### src/rtl/rpv_pkg.sv
// Package: limits, character codes and path state type for the relative path validator.
package rpv_pkg;

  localparam int MAX_PATH_CHARS = 128;
  localparam int MAX_DEPTH      = 8;

  localparam int CH_W    = 8;
  localparam int LEN_W   = $clog2(MAX_PATH_CHARS + 2);
  localparam int DEPTH_W = $clog2(MAX_DEPTH + 2);
  localparam int SEG_W   = 2;

  localparam logic [LEN_W-1:0]   LEN_MAX   = LEN_W'(MAX_PATH_CHARS);
  localparam logic [DEPTH_W-1:0] DEPTH_MAX = DEPTH_W'(MAX_DEPTH);
  localparam logic [SEG_W-1:0]   SEG_SAT   = 2'd3;

  localparam logic [CH_W-1:0] CH_CTRL_LIMIT = 8'h20;
  localparam logic [CH_W-1:0] CH_BACKSLASH  = 8'h5C;
  localparam logic [CH_W-1:0] CH_COLON      = 8'h3A;
  localparam logic [CH_W-1:0] CH_SLASH      = 8'h2F;
  localparam logic [CH_W-1:0] CH_DOT        = 8'h2E;

  typedef struct packed {
    logic [LEN_W-1:0]   path_length;
    logic [SEG_W-1:0]   segment_length;
    logic               segment_all_dots;
    logic [DEPTH_W-1:0] segment_count;
    logic               path_invalid;
  } path_state_t;

  localparam path_state_t STATE_CLEAR = '{
    path_length:      '0,
    segment_length:   '0,
    segment_all_dots: 1'b1,
    segment_count:    DEPTH_W'(1),
    path_invalid:     1'b0
  };

endpackage

### src/rtl/rpv_in_if.sv
// Interface: path byte channel (valid/ready with byte, last and no_char).
interface rpv_in_if;
  logic                     valid;
  logic                     ready;
  logic [rpv_pkg::CH_W-1:0] ch;
  logic                     last;
  logic                     no_char;

  modport source (output valid, ch, last, no_char, input ready);
  modport sink   (input valid, ch, last, no_char, output ready);
endinterface

### src/rtl/rpv_out_if.sv
// Interface: verdict channel (valid/ready with path_ok).
interface rpv_out_if;
  logic valid;
  logic ready;
  logic path_ok;

  modport source (output valid, path_ok, input ready);
  modport sink   (input valid, path_ok, output ready);
endinterface

### src/rtl/relative_path_validator.sv
// Top level: relative path validator, byte stream in, one verdict per path out.
//
//   channel  | role | payload                 | beat
//   ---------+------+-------------------------+-------------------------------
//   chars    | sink | ch[7:0], last, no_char  | one path byte or an end marker
//   verdict  | src  | path_ok                 | one per beat with last = 1
//
// One beat per cycle sustained. A beat is registered at the input, then the
// path state and the verdict register update when that beat advances, so a
// verdict passes through the input register and then the verdict register.
// A full verdict register that is not taken holds a final beat in the input
// register, and the input with it; other beats are never held. Synchronous
// reset clears the valid flags and the path state.
module relative_path_validator (
  input logic  clk,
  input logic  rst,
  rpv_in_if.sink    chars,
  rpv_out_if.source verdict
);
  import rpv_pkg::*;

  logic            in_valid;
  logic [CH_W-1:0] ch_q;
  logic            last_q;
  logic            no_char_q;

  path_state_t state;
  path_state_t state_next;
  logic        ok_next;
  logic        advance;

  logic out_valid;
  logic out_ok;

  rpv_step u_step (
    .state      (state),
    .ch         (ch_q),
    .last       (last_q),
    .no_char    (no_char_q),
    .state_next (state_next),
    .path_ok    (ok_next)
  );

  assign advance     = in_valid && (!last_q || !out_valid || verdict.ready);
  assign chars.ready = !in_valid || advance;

  always_ff @(posedge clk) begin
    if (rst) begin
      in_valid <= 1'b0;
    end else if (chars.ready) begin
      in_valid <= chars.valid;
    end
    if (chars.ready && chars.valid) begin
      ch_q      <= chars.ch;
      last_q    <= chars.last;
      no_char_q <= chars.no_char;
    end
  end

  always_ff @(posedge clk) begin
    if (rst) begin
      state <= STATE_CLEAR;
    end else if (advance) begin
      state <= state_next;
    end
  end

  always_ff @(posedge clk) begin
    if (rst) begin
      out_valid <= 1'b0;
    end else if (advance && last_q) begin
      out_valid <= 1'b1;
    end else if (verdict.ready) begin
      out_valid <= 1'b0;
    end
    if (advance && last_q) begin
      out_ok <= ok_next;
    end
  end

  assign verdict.valid   = out_valid;
  assign verdict.path_ok = out_ok;

endmodule

### src/rtl/rpv_step.sv
// Per-byte update of the path state and the verdict on the final beat.
module rpv_step (
  input  rpv_pkg::path_state_t   state,
  input  logic [rpv_pkg::CH_W-1:0] ch,
  input  logic                   last,
  input  logic                   no_char,
  output rpv_pkg::path_state_t   state_next,
  output logic                   path_ok
);
  import rpv_pkg::*;

  path_state_t s;
  logic        bad_seg;
  logic        bad_end;

  always_comb begin
    s       = state;
    bad_seg = 1'b0;
    bad_end = 1'b0;

    if (!no_char) begin
      if (s.path_length <= LEN_MAX) begin
        s.path_length = s.path_length + LEN_W'(1);
      end
      if (s.path_length > LEN_MAX) begin
        s.path_invalid = 1'b1;
      end

      if (ch == CH_SLASH) begin
        // closing segment: empty, "." or ".." are rejected
        bad_seg = (s.segment_length == '0) ||
                  (s.segment_all_dots &&
                   (s.segment_length == 2'd1 || s.segment_length == 2'd2));
        if (bad_seg) begin
          s.path_invalid = 1'b1;
        end
        if (s.segment_count <= DEPTH_MAX) begin
          s.segment_count = s.segment_count + DEPTH_W'(1);
        end
        if (s.segment_count > DEPTH_MAX) begin
          s.path_invalid = 1'b1;
        end
        s.segment_length   = '0;
        s.segment_all_dots = 1'b1;
      end else begin
        if (ch < CH_CTRL_LIMIT || ch == CH_BACKSLASH || ch == CH_COLON) begin
          s.path_invalid = 1'b1;
        end
        if (s.segment_length != SEG_SAT) begin
          s.segment_length = s.segment_length + SEG_W'(1);
        end
        if (ch != CH_DOT) begin
          s.segment_all_dots = 1'b0;
        end
      end
    end

    // final segment check and empty path
    bad_end = (s.segment_length == '0) ||
              (s.segment_all_dots &&
               (s.segment_length == 2'd1 || s.segment_length == 2'd2)) ||
              (s.path_length == '0);
    path_ok = !(s.path_invalid || bad_end);

    state_next = last ? STATE_CLEAR : s;
  end

endmodule

### src/flat_wrapper.sv
// flat-port wrapper written by rule: the top's interface ports become plain ports
module relative_path_validator_flat import rpv_pkg::*;
  (clk, rst, chars_valid, chars_ch, chars_last, chars_no_char, chars_ready, verdict_valid, verdict_path_ok, verdict_ready);
  rpv_in_if chars_i ();
  rpv_out_if verdict_i ();
  input logic clk;
  input logic rst;
  input wire logic [$bits(chars_i.valid)-1:0] chars_valid;
  input wire logic [$bits(chars_i.ch)-1:0] chars_ch;
  input wire logic [$bits(chars_i.last)-1:0] chars_last;
  input wire logic [$bits(chars_i.no_char)-1:0] chars_no_char;
  output wire logic [$bits(chars_i.ready)-1:0] chars_ready;
  output wire logic [$bits(verdict_i.valid)-1:0] verdict_valid;
  output wire logic [$bits(verdict_i.path_ok)-1:0] verdict_path_ok;
  input wire logic [$bits(verdict_i.ready)-1:0] verdict_ready;
  assign chars_i.valid = chars_valid;
  assign chars_i.ch = chars_ch;
  assign chars_i.last = chars_last;
  assign chars_i.no_char = chars_no_char;
  assign chars_ready = chars_i.ready;
  assign verdict_valid = verdict_i.valid;
  assign verdict_path_ok = verdict_i.path_ok;
  assign verdict_i.ready = verdict_ready;
  relative_path_validator u_core (.clk(clk), .rst(rst), .chars(chars_i), .verdict(verdict_i));
endmodule
### config.mk
export PLATFORM = sky130hd
export DESIGN_NAME = relative_path_validator_flat
export DESIGN_NICKNAME = d
export VERILOG_FILES = /design/src/rtl/rpv_pkg.sv /design/src/rtl/rpv_in_if.sv /design/src/rtl/rpv_out_if.sv /design/src/rtl/relative_path_validator.sv /design/src/rtl/rpv_step.sv /design/src/flat_wrapper.sv
export SDC_FILE = /design/constraint.sdc
export NUM_CORES = 1
export LEC_CHECK = 0
export BUFFER_PORTS_ARGS = -buffer_cell sky130_fd_sc_hd__clkbuf_2
export CORE_UTILIZATION = 47
export DETAILED_ROUTE_END_ITERATION = 7
export HOLD_SLACK_MARGIN = 0.08
export MAX_ROUTING_LAYER = met4
export PLACE_DENSITY = 0.66
export SETUP_SLACK_MARGIN = 0.3
export SLEW_MARGIN = 20
export SYNTH_ARGS = -nofsm -noshare
export SYNTH_HDL_FRONTEND = slang
export SYNTH_SLANG_ARGS = --single-unit
### constraint.sdc
create_clock -name clk -period 2.5 [get_ports clk]
set_input_delay 0.5 -clock clk [delete_from_list [all_inputs] [get_ports clk]]
set_output_delay 0.5 -clock clk [all_outputs]
set_load 0.1 [all_outputs]
==> flow_metrics.tcl, run 1 <==
set metrics [dict create \
    cts_inserted_buffers 5 \
    ff2ff_path_depth 8 \
    hold_viol_final 0 \
    grt_max_degree 22 \
    cp.required_ns 2.54 \
    crit_slowest_cell "or4b_4" \
    utilization_pct 61.33 \
    start_kind "register" \
    maxCapViolations 0 \
    cts_tree "yes" \
    synth-edff-count 11 \
    cp-end-kind "register" \
    power.density_nw_per_um2 505.8 \
    period_share_pct 87.05 \
    rsz0062_at_grt "yes" \
    pre_cts_ws_ns 0.1610 \
    cts_root_buffer "clkbuf_8" \
    hold_path.class "in2reg" \
    gp_congestion 0.9178 \
    ys_warn_count 0 \
    setup_viol 0 \
    row_count 21 \
    crit_fanout 4 \
    syn_area_sq_um 1765 \
    placed_area_sq_um 1913 \
    final_common_cell "a21oi_1" \
    wl_per_cell_microns 16.20 \
    ys_ff_latch 29 \
    via_count 1651 \
    fin_skew_ns 0.008666 \
    leakage_nw 0.8040 \
    synthFlopType "dfxtp_1" \
    grt_pass1_vias 1561 \
    crit_type "reg2reg" \
    cts_max_path_buffers 2 \
    antenna_found_initial 0 \
    drt_pass1_iterations 4 \
    worst_slew_margin_rel_pct 64.12 \
    status "finished, final reports clean" \
    reg2reg_slack_ns 0.32 \
    crit_path_cell_trace "inv_4 -> ha_4 -> or4b_4 -> buf_6 -> a31oi_4 -> a22oi_2 -> o32a_2 -> and4b_1" \
    final_cell_mix "a21oi_1 (19), clkbuf_2 (16), nor2_1 (15)" \
    hold_buffers 0 \
    slowest_delay_ns 0.46 \
    tightest_slew_ns 0.5405 \
    fp.dieW_microns 63.29 \
    p_total_mw 1.076 \
    die_h_microns 63.29 \
    synth_seq_area_share_pct 39.12 \
    async_flop_share_pct 0 \
    track_usage_pct 23.50 \
    avgSynthCellArea_sq_um 8.872 \
    die-area_sq_um 4006 \
    drt_wl_total_microns 4389 \
    synth_nets 220 \
    synth_cell_types 53 \
    overflow 0 \
    cts.sinks 29 \
    final_antenna_net_count 0 \
    hold-path-cell-count 1 \
    core_sq_um 3468 \
    diodes 0 \
    slew_violations 0 \
    pin_count 17 \
    setup_ws_ns 0.3236 \
    path_clk_slew_ns 0.07 \
    cp.arrival_ns 2.21 \
    fmax_mhz 459.5 \
    port_buffers 16 \
    fin_setup_tns_ns 0 \
    final_cell_area_sq_um 2127 \
    drc_errors 0 \
    synthToLayoutAreaGrowth_pct 20.48 \
    start_util_pct 50.90 \
    synthCells 199 \
    vias_per_cell 6.092 \
    dp.final_hpwl_microns 3177 \
    grt_first_pass_wirelength_microns 7127 \
    drive_above_1_share_pct 24.00 \
    peakVddDrop_mv 0.3533 \
    clock_latency_ns 0.28 \
    htreeDepth 2 \
    nets 245 \
    drt_iter0_markers 132 \
    fin_crit_ns 2.176 \
]
[worst max-delay path, delay by kind of cell (launching register included)]
family                     cells  cell delay [ns]
AOI/OAI and AO/OA              3             0.61
and+or+nand+nor                2             0.66
adders and majority gates      1             0.11
DFF                            1             0.35
buffers and inverters          2             0.21
[registers in the layout, indices dropped and copies added, names as in the netlist]
name / flops
u_core.ch_q: 8
u_core.no_char_q: 1
u_core.verdict.valid: 1
u_core.last_q: 1
u_core.in_valid: 1
u_core.verdict.path_ok: 1
u_core.state: 16
[per-stage QoR]
stage / std cells / hold slack (ns)
2_1_floorplan: 199 / 0.4423
3_3_place_gp: 258 / 0.4687
3_5_place_dp: 258 / 0.4750
4_1_cts: 269 / 0.3921
5_1_grt: 271 / 0.3875
6_report: 271 / 0.3999
[cells in the mapped netlist (2+ instances only)]
cell type / number / share of area (%)
a211o_1: 3 / 1.5
a21oi_1: 19 / 5.4
a22oi_1: 5 / 2.1
a2bb2oi_1: 2 / 0.99
a31oi_1: 3 / 1.1
a41oi_1: 2 / 0.99
and2_1: 3 / 1.1
and4b_1: 2 / 1.1
buf_2: 2 / 0.57
clkbuf_1: 7 / 1.5
dfxtp_1: 18 / 20
edfxtp_1: 11 / 19
ha_1: 7 / 5.0
inv_1: 14 / 3.0
nand2_1: 8 / 1.7
nand2b_1: 4 / 1.4
nand3_1: 4 / 1.1
nand3b_1: 3 / 1.3
nand4_1: 5 / 1.8
nor2_1: 15 / 3.2
nor2b_1: 2 / 0.71
nor3_1: 7 / 2.0
nor4_1: 2 / 0.71
nor4b_1: 2 / 0.99
nor4bb_1: 3 / 1.7
o21ai_0: 9 / 2.6
o22ai_1: 2 / 0.71
o31a_1: 3 / 1.5
o31ai_1: 2 / 0.85
or3_1: 4 / 1.4
xnor2_1: 3 / 1.5
xor2_1: 2 / 0.99
[cells by family (layout without fill, tap and decap cells)]
kind of cell	after synthesis	after routing	share of synthesized area, %
simple gates	72	72	24.52
flops	29	29	39.12
buf+inv	25	51	5.882
xor+xnor	5	5	2.481
fa+ha+maj	7	7	4.961
compound gates	61	61	23.04
[cell type report]
| cell class | instances | area (sq um) |
|---|---|---|
| Fill cell | 325 | 1341 |
| Multi-Input combinational cell | 145 | 1026 |
| Sequential cell | 29 | 700.7 |
| Timing Repair Buffer | 29 | 181.4 |
| Clock buffer | 6 | 72.57 |
| Tap cell | 46 | 57.56 |
| Inverter | 14 | 55.05 |
| Clock inverter | 2 | 33.78 |
[metal layers]
layer | share of wire (%) | vias to the layer above | global-route usage, %
li1 | - | 803 | -
met1 | 46 | 791 | 28.17
met2 | 47 | 43 | 37.77
met3 | 4.9 | 14 | 6.703
met4 | 2.3 | 0 | 7.955
met5 | 0 | - | -
[final timing paths]
kind	startpoint	end
setup / recovery	u_core.state[8]	u_core.verdict.path_ok
hold / removal	chars_ch[3]	u_core.ch_q[3]
setup reg to reg	u_core.state[8]	u_core.verdict.path_ok
hold reg to reg	u_core.state[0]	u_core.state[0]
[power by group]
group          switching, mW  internal (mW)  total (mW)
logic                 0.0565         0.0385      0.0950
clock network          0.171          0.294       0.464
registers             0.0124          0.504       0.517
total                  0.240          0.836        1.08
[repair_timing]
| action | in CTS | in global routing |
|---|---|---|
| setup buffers | 3 | 2 |
| gates cloned | 0 | 0 |
| pin swaps | 2 | 5 |
| resized for setup | 7 | 9 |
| endpoints found under the setup margin | 1 | 2 |
Power figures use the tool's default switching activity.
==> run 2: changes to the inputs <==
ABC_AREA = 1   (was unset)
CTS_CLUSTER_SIZE = 16   (was unset)
==> flow_metrics.tcl, run 2 <==
set metrics [dict create \
    fp.dieW_microns 63.42 \
    avgSynthCellArea_sq_um 7.120 \
    fill_cells 359 \
    cts_inserted_buffers 5 \
    final_common_cell "nand2_1" \
    placed_area_sq_um 1893 \
    drive_above_1_share_pct 16.73 \
    syn_area_sq_um 1773 \
    fin_skew_ns 0.003829 \
    nets 289 \
    antenna_found_initial 0 \
    ys_ff_latch 29 \
    cts_max_path_buffers 2 \
    crit_slowest_cell "edfxtp_1" \
    cts_setup_buffers 0 \
    worst_slew_margin_rel_pct 64.12 \
    track_usage_pct 20.62 \
    hold_path.class "in2reg" \
    wl_met2_microns 1712 \
    synth_commonest_cells "nand2_1 (73), inv_1 (33), nor2_1 (19)" \
    final_antenna_net_count 0 \
    period_share_pct 77.73 \
    drc_errors 0 \
    top_register "u_core.state" \
    p_total_uw 994.0 \
    core_sq_um 3468 \
    clock_latency_ns 0.27 \
    synth_top_area_share_pct 20.32 \
    whs_ns 0.3995 \
    rsz0062_at_grt "no" \
    synthToLayoutAreaGrowth_pct 11.57 \
    ys_warn_count 0 \
    pwr-share-comb_pct 11.6 \
    synth_seq_area_share_pct 38.96 \
    die-area_sq_um 4022 \
    start_kind "register" \
    reg2reg_slack_ns 0.56 \
    ff2ff_path_depth 7 \
    grt_first_pass_wirelength_microns 6251 \
    hold-path-cell-count 1 \
    grt_max_degree 14 \
    dr.max_layer_used "met4" \
    hold_buffers 0 \
    crit_start "u_core.no_char_q" \
    synth_nets 270 \
    cts_tree "yes" \
    crit_fanout 12 \
    leakage_nw 0.9189 \
    grt_pass1_vias 1436 \
    setup_viol 0 \
    timing.rr.start "u_core.no_char_q" \
    synth_cell_types 34 \
    drt_pass1_iterations 4 \
    status "finished, final reports clean" \
    path_clk_slew_ns 0.06 \
    cts_root_buffer "clkbuf_8" \
    gp_congestion 0.8186 \
    hold_viol_final 0 \
    final_cell_mix "nand2_1 (73), inv_1 (32), nor2_1 (19)" \
    final_cell_area_sq_um 1978 \
    met1_length_microns 1635 \
    drt_wl_total_microns 3521 \
    reg_top3 "u_core.state x16, u_core.ch_q x8" \
    async_flop_share_pct 0 \
    synthFlopType "dfxtp_1" \
    htreeDepth 2 \
    internal_power_uw 738.7 \
    crit_path_cell_trace "or2_2 -> o21ai_0 -> inv_1 -> ha_1 -> a21oi_1 -> nand2_1 -> nor2_2" \
    min_from "chars_ch[3]" \
    die_h_microns 63.42 \
    drt_iter0_markers 83 \
    crit_type "reg2reg" \
    synthTopCellsByArea "dfxtp_1 (20%), edfxtp_1 (19%), nand2_1 (15%)" \
    yosysMostFrequentCell "nand2_1" \
    synthCells 249 \
    register_area_sq_um 691.9 \
    via_count 1549 \
    crit_end "u_core.verdict.path_ok" \
    row_count 21 \
    port_buffers 16 \
    tightest_slew_ns 0.5405 \
    synth-edff-count 11 \
    wl_per_cell_microns 11.18 \
    regToRegEndpoint "u_core.verdict.path_ok" \
    slowest_delay_ns 0.57 \
    dp.final_hpwl_microns 2732 \
    multi_input_comb_area_sq_um 913.4 \
    overflow 0 \
    start_util_pct 51.12 \
    power.switching_uw 255.4 \
    synth_top_cell_by_area "dfxtp_1" \
    clock_power_share_pct 35.2 \
    fin_setup_tns_ns 0 \
    largest_register_ffs 16 \
    seq_power_share_pct 53.2 \
    slew_violations 0 \
    pin_count 17 \
    cts_resized 0 \
    fin_crit_ns 1.943 \
    met3WireLength_microns 151 \
    cp.arrival_ns 2.08 \
    vias_per_cell 4.917 \
    cp.required_ns 2.64 \
    maxCapViolations 0 \
    cp-end-kind "register" \
    power.density_nw_per_um2 502.5 \
    peakVddDrop_mv 0.3838 \
    utilization_pct 57.03 \
    diodes 0 \
    swShare_pct 25.69 \
    fmax_mhz 514.6 \
    cts.sinks 29 \
]
## run 2: routing by layer
metal / vias up / global-route usage, %
li1: 840 / -
met3: 2 / 4.891
met2: 24 / 33.91
met5: - / -
met4: 0 / 5.966
met1: 683 / 24.97
## run 2: power groups by stage
stage                     registers (mW)  logic (mW)  clock network (mW)
after floorplan                    0.541      0.0820                   0
after global placement             0.538       0.115                   0
after detailed placement           0.539       0.116                   0
after CTS                          0.529       0.116               0.358
after global routing               0.532       0.134               0.383
final                              0.529       0.116               0.350
## run 2: final cells by class
class,instances,share of cell area (%)
multi-input cells,177,46.17
flip-flops and latches,29,34.98
inverters,38,7.400
repair buffers,17,4.428
clock buffers,5,3.479
well taps,46,2.910
clock inverters,3,0.6325
## run 2: critical path: cells and delay by family, from the launching register on
kind	cells	cell delay, ns
simple gates	3	0.52
buf+inv	1	0.07
flops	1	0.57
compound gates	2	0.37
fa+ha+maj	1	0.27
## run 2: cells by family after synthesis
group | Yosys count | synth area share (%)
AOI/OAI and AO/OA | 42 | 13.06
DFF | 29 | 38.96
buffers and inverters | 43 | 9.810
and+or+nand+nor | 124 | 31.26
xor gates and xnor gates | 4 | 1.976
adders and majority gates | 7 | 4.940
## run 2: how the worst min path moves through the flow
| stage | endpoint | slack [ns] |
|---|---|---|
| after global routing | u_core.ch_q[3] | 0.38 |
| after global placement | u_core.state[0] | 0.46 |
| final | u_core.ch_q[3] | 0.40 |
| after floorplan | u_core.state[0] | 0.44 |
| after CTS | u_core.ch_q[2] | 0.39 |
| after detailed placement | u_core.state[0] | 0.47 |
## run 2: per-stage QoR
stage | setup WS (ns) | std cells
floorplan | 0.4363 | 249
finish | 0.5567 | 315
global placement | 0.5567 | 307
global route | 0.3376 | 315
detailed placement | 0.5043 | 307
CTS | 0.4878 | 315
==> run 3: changes to the inputs <==
clock period = 1.9 ns   (was 2.5 ns; I/O delays follow)
==> flow_metrics.tcl, run 3 (synthesized netlist as in run 2, its figures left out) <==
set metrics [dict create \
    status "finished, final reports clean" \
    grt_max_degree 14 \
    hold_viol_final 0 \
    peakVddDrop_mv 0.5650 \
    use_met3_pct 5.435 \
    grt_pass1_vias 1477 \
    crit_start "u_core.state[1]" \
    power.density_nw_per_um2 596.5 \
    crit_fanout 4 \
    met2_usage_pct 35.90 \
    final_antenna_net_count 0 \
    vias_per_cell 5.048 \
    cts_inserted_buffers 5 \
    start_util_pct 51.12 \
    clock_latency_ns 0.28 \
    cp-end-kind "register" \
    final_cell_mix "nand2_1 (64), inv_1 (25), buf_4 (19)" \
    overflow 0 \
    drt_pass1_iterations 4 \
    cts_tree "yes" \
    largest_register_ffs 16 \
    htreeDepth 2 \
    hold_buffers 0 \
    leakage_nw 1.039 \
    crit_type "reg2reg" \
    nets 308 \
    diodes 0 \
    dp.cells 310 \
    cp.required_ns 1.94 \
    track_usage_pct 21.50 \
    timing.rr.start "u_core.state[1]" \
    final_common_cell "nand2_1" \
    core_sq_um 3468 \
    start_kind "register" \
    cts_root_buffer "clkbuf_8" \
    port_buffers 16 \
    worst_slew_margin_rel_pct 64.22 \
    die_h_microns 63.42 \
    grt_first_pass_wirelength_microns 6382 \
    setup_viol 0 \
    maxCapViolations 0 \
    slew_violations 0 \
    fin_crit_ns 1.761 \
    drt_wl_total_microns 4025 \
    drt_iter0_markers 78 \
    drive_above_1_share_pct 38.89 \
    wl_per_cell_microns 12.05 \
    pin_count 17 \
    antenna_found_initial 0 \
    rsz0062_at_grt "yes" \
    cts_max_path_buffers 2 \
    min_from "chars_ch[1]" \
    cts.sinks 29 \
    drc_errors 0 \
    gp_congestion 0.8712 \
    cp.arrival_ns 1.81 \
    fin_setup_tns_ns 0 \
    fin_skew_ns 0.004499 \
    via_count 1686 \
    synthToLayoutAreaGrowth_pct 32.75 \
    fp.dieW_microns 63.42 \
    grtUsageMet1_pct 24.32 \
    grt_busiest_layer "met2" \
    row_count 21 \
    tightest_slew_ns 0.5390 \
    period_share_pct 92.69 \
    hold_path.class "in2reg" \
    fmax_mhz 567.8 \
    reg_top3 "u_core.state x16, u_core.ch_q x8" \
    top_register "u_core.state" \
    die-area_sq_um 4022 \
    dp.final_hpwl_microns 2767 \
    path_clk_slew_ns 0.07 \
    layout.cells.non_filler 334 \
]
## run 3: cell types whose count changed in the layout (fill, tap and decap cells not counted), moves of 6 or more
cell,before,now
buf_4,1,19
dfxtp_1,17,9
inv_1,32,25
nand2_2,3,9
o21ai_0,15,7
nand2_1,73,64
## run 3: what timing repair did
item	4_1_cts	5_1_grt
gates cloned	0	0
endpoints found under the setup margin	7	13
buffers inserted	10	6
pin swaps	5	17
endpoints found under the hold margin	0	0
resized for setup	11	47
## run 3: stage by stage
stage	utilization (%)	total power, mW	instance area (sq um)	hold slack, ns	worst slack (ns)
CTS	62.30	1.384	2161	0.2663	0.1367
floorplan	-	0.8307	1842	0.4447	0.2488
detailed placement	56.67	0.8753	1966	0.4627	0.02578
finish	67.86	1.404	2354	0.2739	0.1388
global route	67.86	1.479	2354	0.2542	0.03738
global placement	56.67	0.8737	1966	0.4547	0.005505
## run 3: layout make-up
type                            count  area (sq um)
Tap cell                           46         57.56
Clock buffer                        5         68.82
Clock inverter                      3         17.52
Timing Repair Buffer               36         244.0
Sequential cell                    29         711.9
Inverter                           38         150.1
Multi-Input combinational cell    177          1104
Fill cell                         299          1115
## run 3: critical path, cell delays in order, from the launching register on
cell,delay (ns)
dfxtp_4,0.35
inv_2,0.07
ha_4,0.12
inv_2,0.04
o21ai_4,0.20
xor2_1,0.21
nor2_1,0.07
nand2_1,0.06
nand2_1,0.06
nand2_1,0.05
nand2_1,0.06
nand2_1,0.07
nand2_2,0.06
nand2_2,0.06
nor2_2,0.04
## run 3: path summary, 6_finish.rpt
check	endpoint	slack, ns	cells past startpoint
min	u_core.ch_q[1]	0.27	1
max reg2reg	u_core.verdict.path_ok	0.14	14
min reg2reg	u_core.state[7]	0.49	2
max	u_core.verdict.path_ok	0.14	14
## run 3: report_power, final
group          total (mW)  internal, mW  switching (mW)  leakage [nW]
clock               0.497         0.252           0.245        0.0439
sequential          0.692         0.668          0.0240         0.258
combinational       0.215        0.0865           0.128         0.737
total                1.40          1.01           0.397          1.04
## run 3: metal layers
layer / wire [microns] / vias to the layer above
met4: 65 / 0
met2: 2010 / 27
met5: 0 / -
li1: - / 875
met3: 116 / 6
met1: 1833 / 778
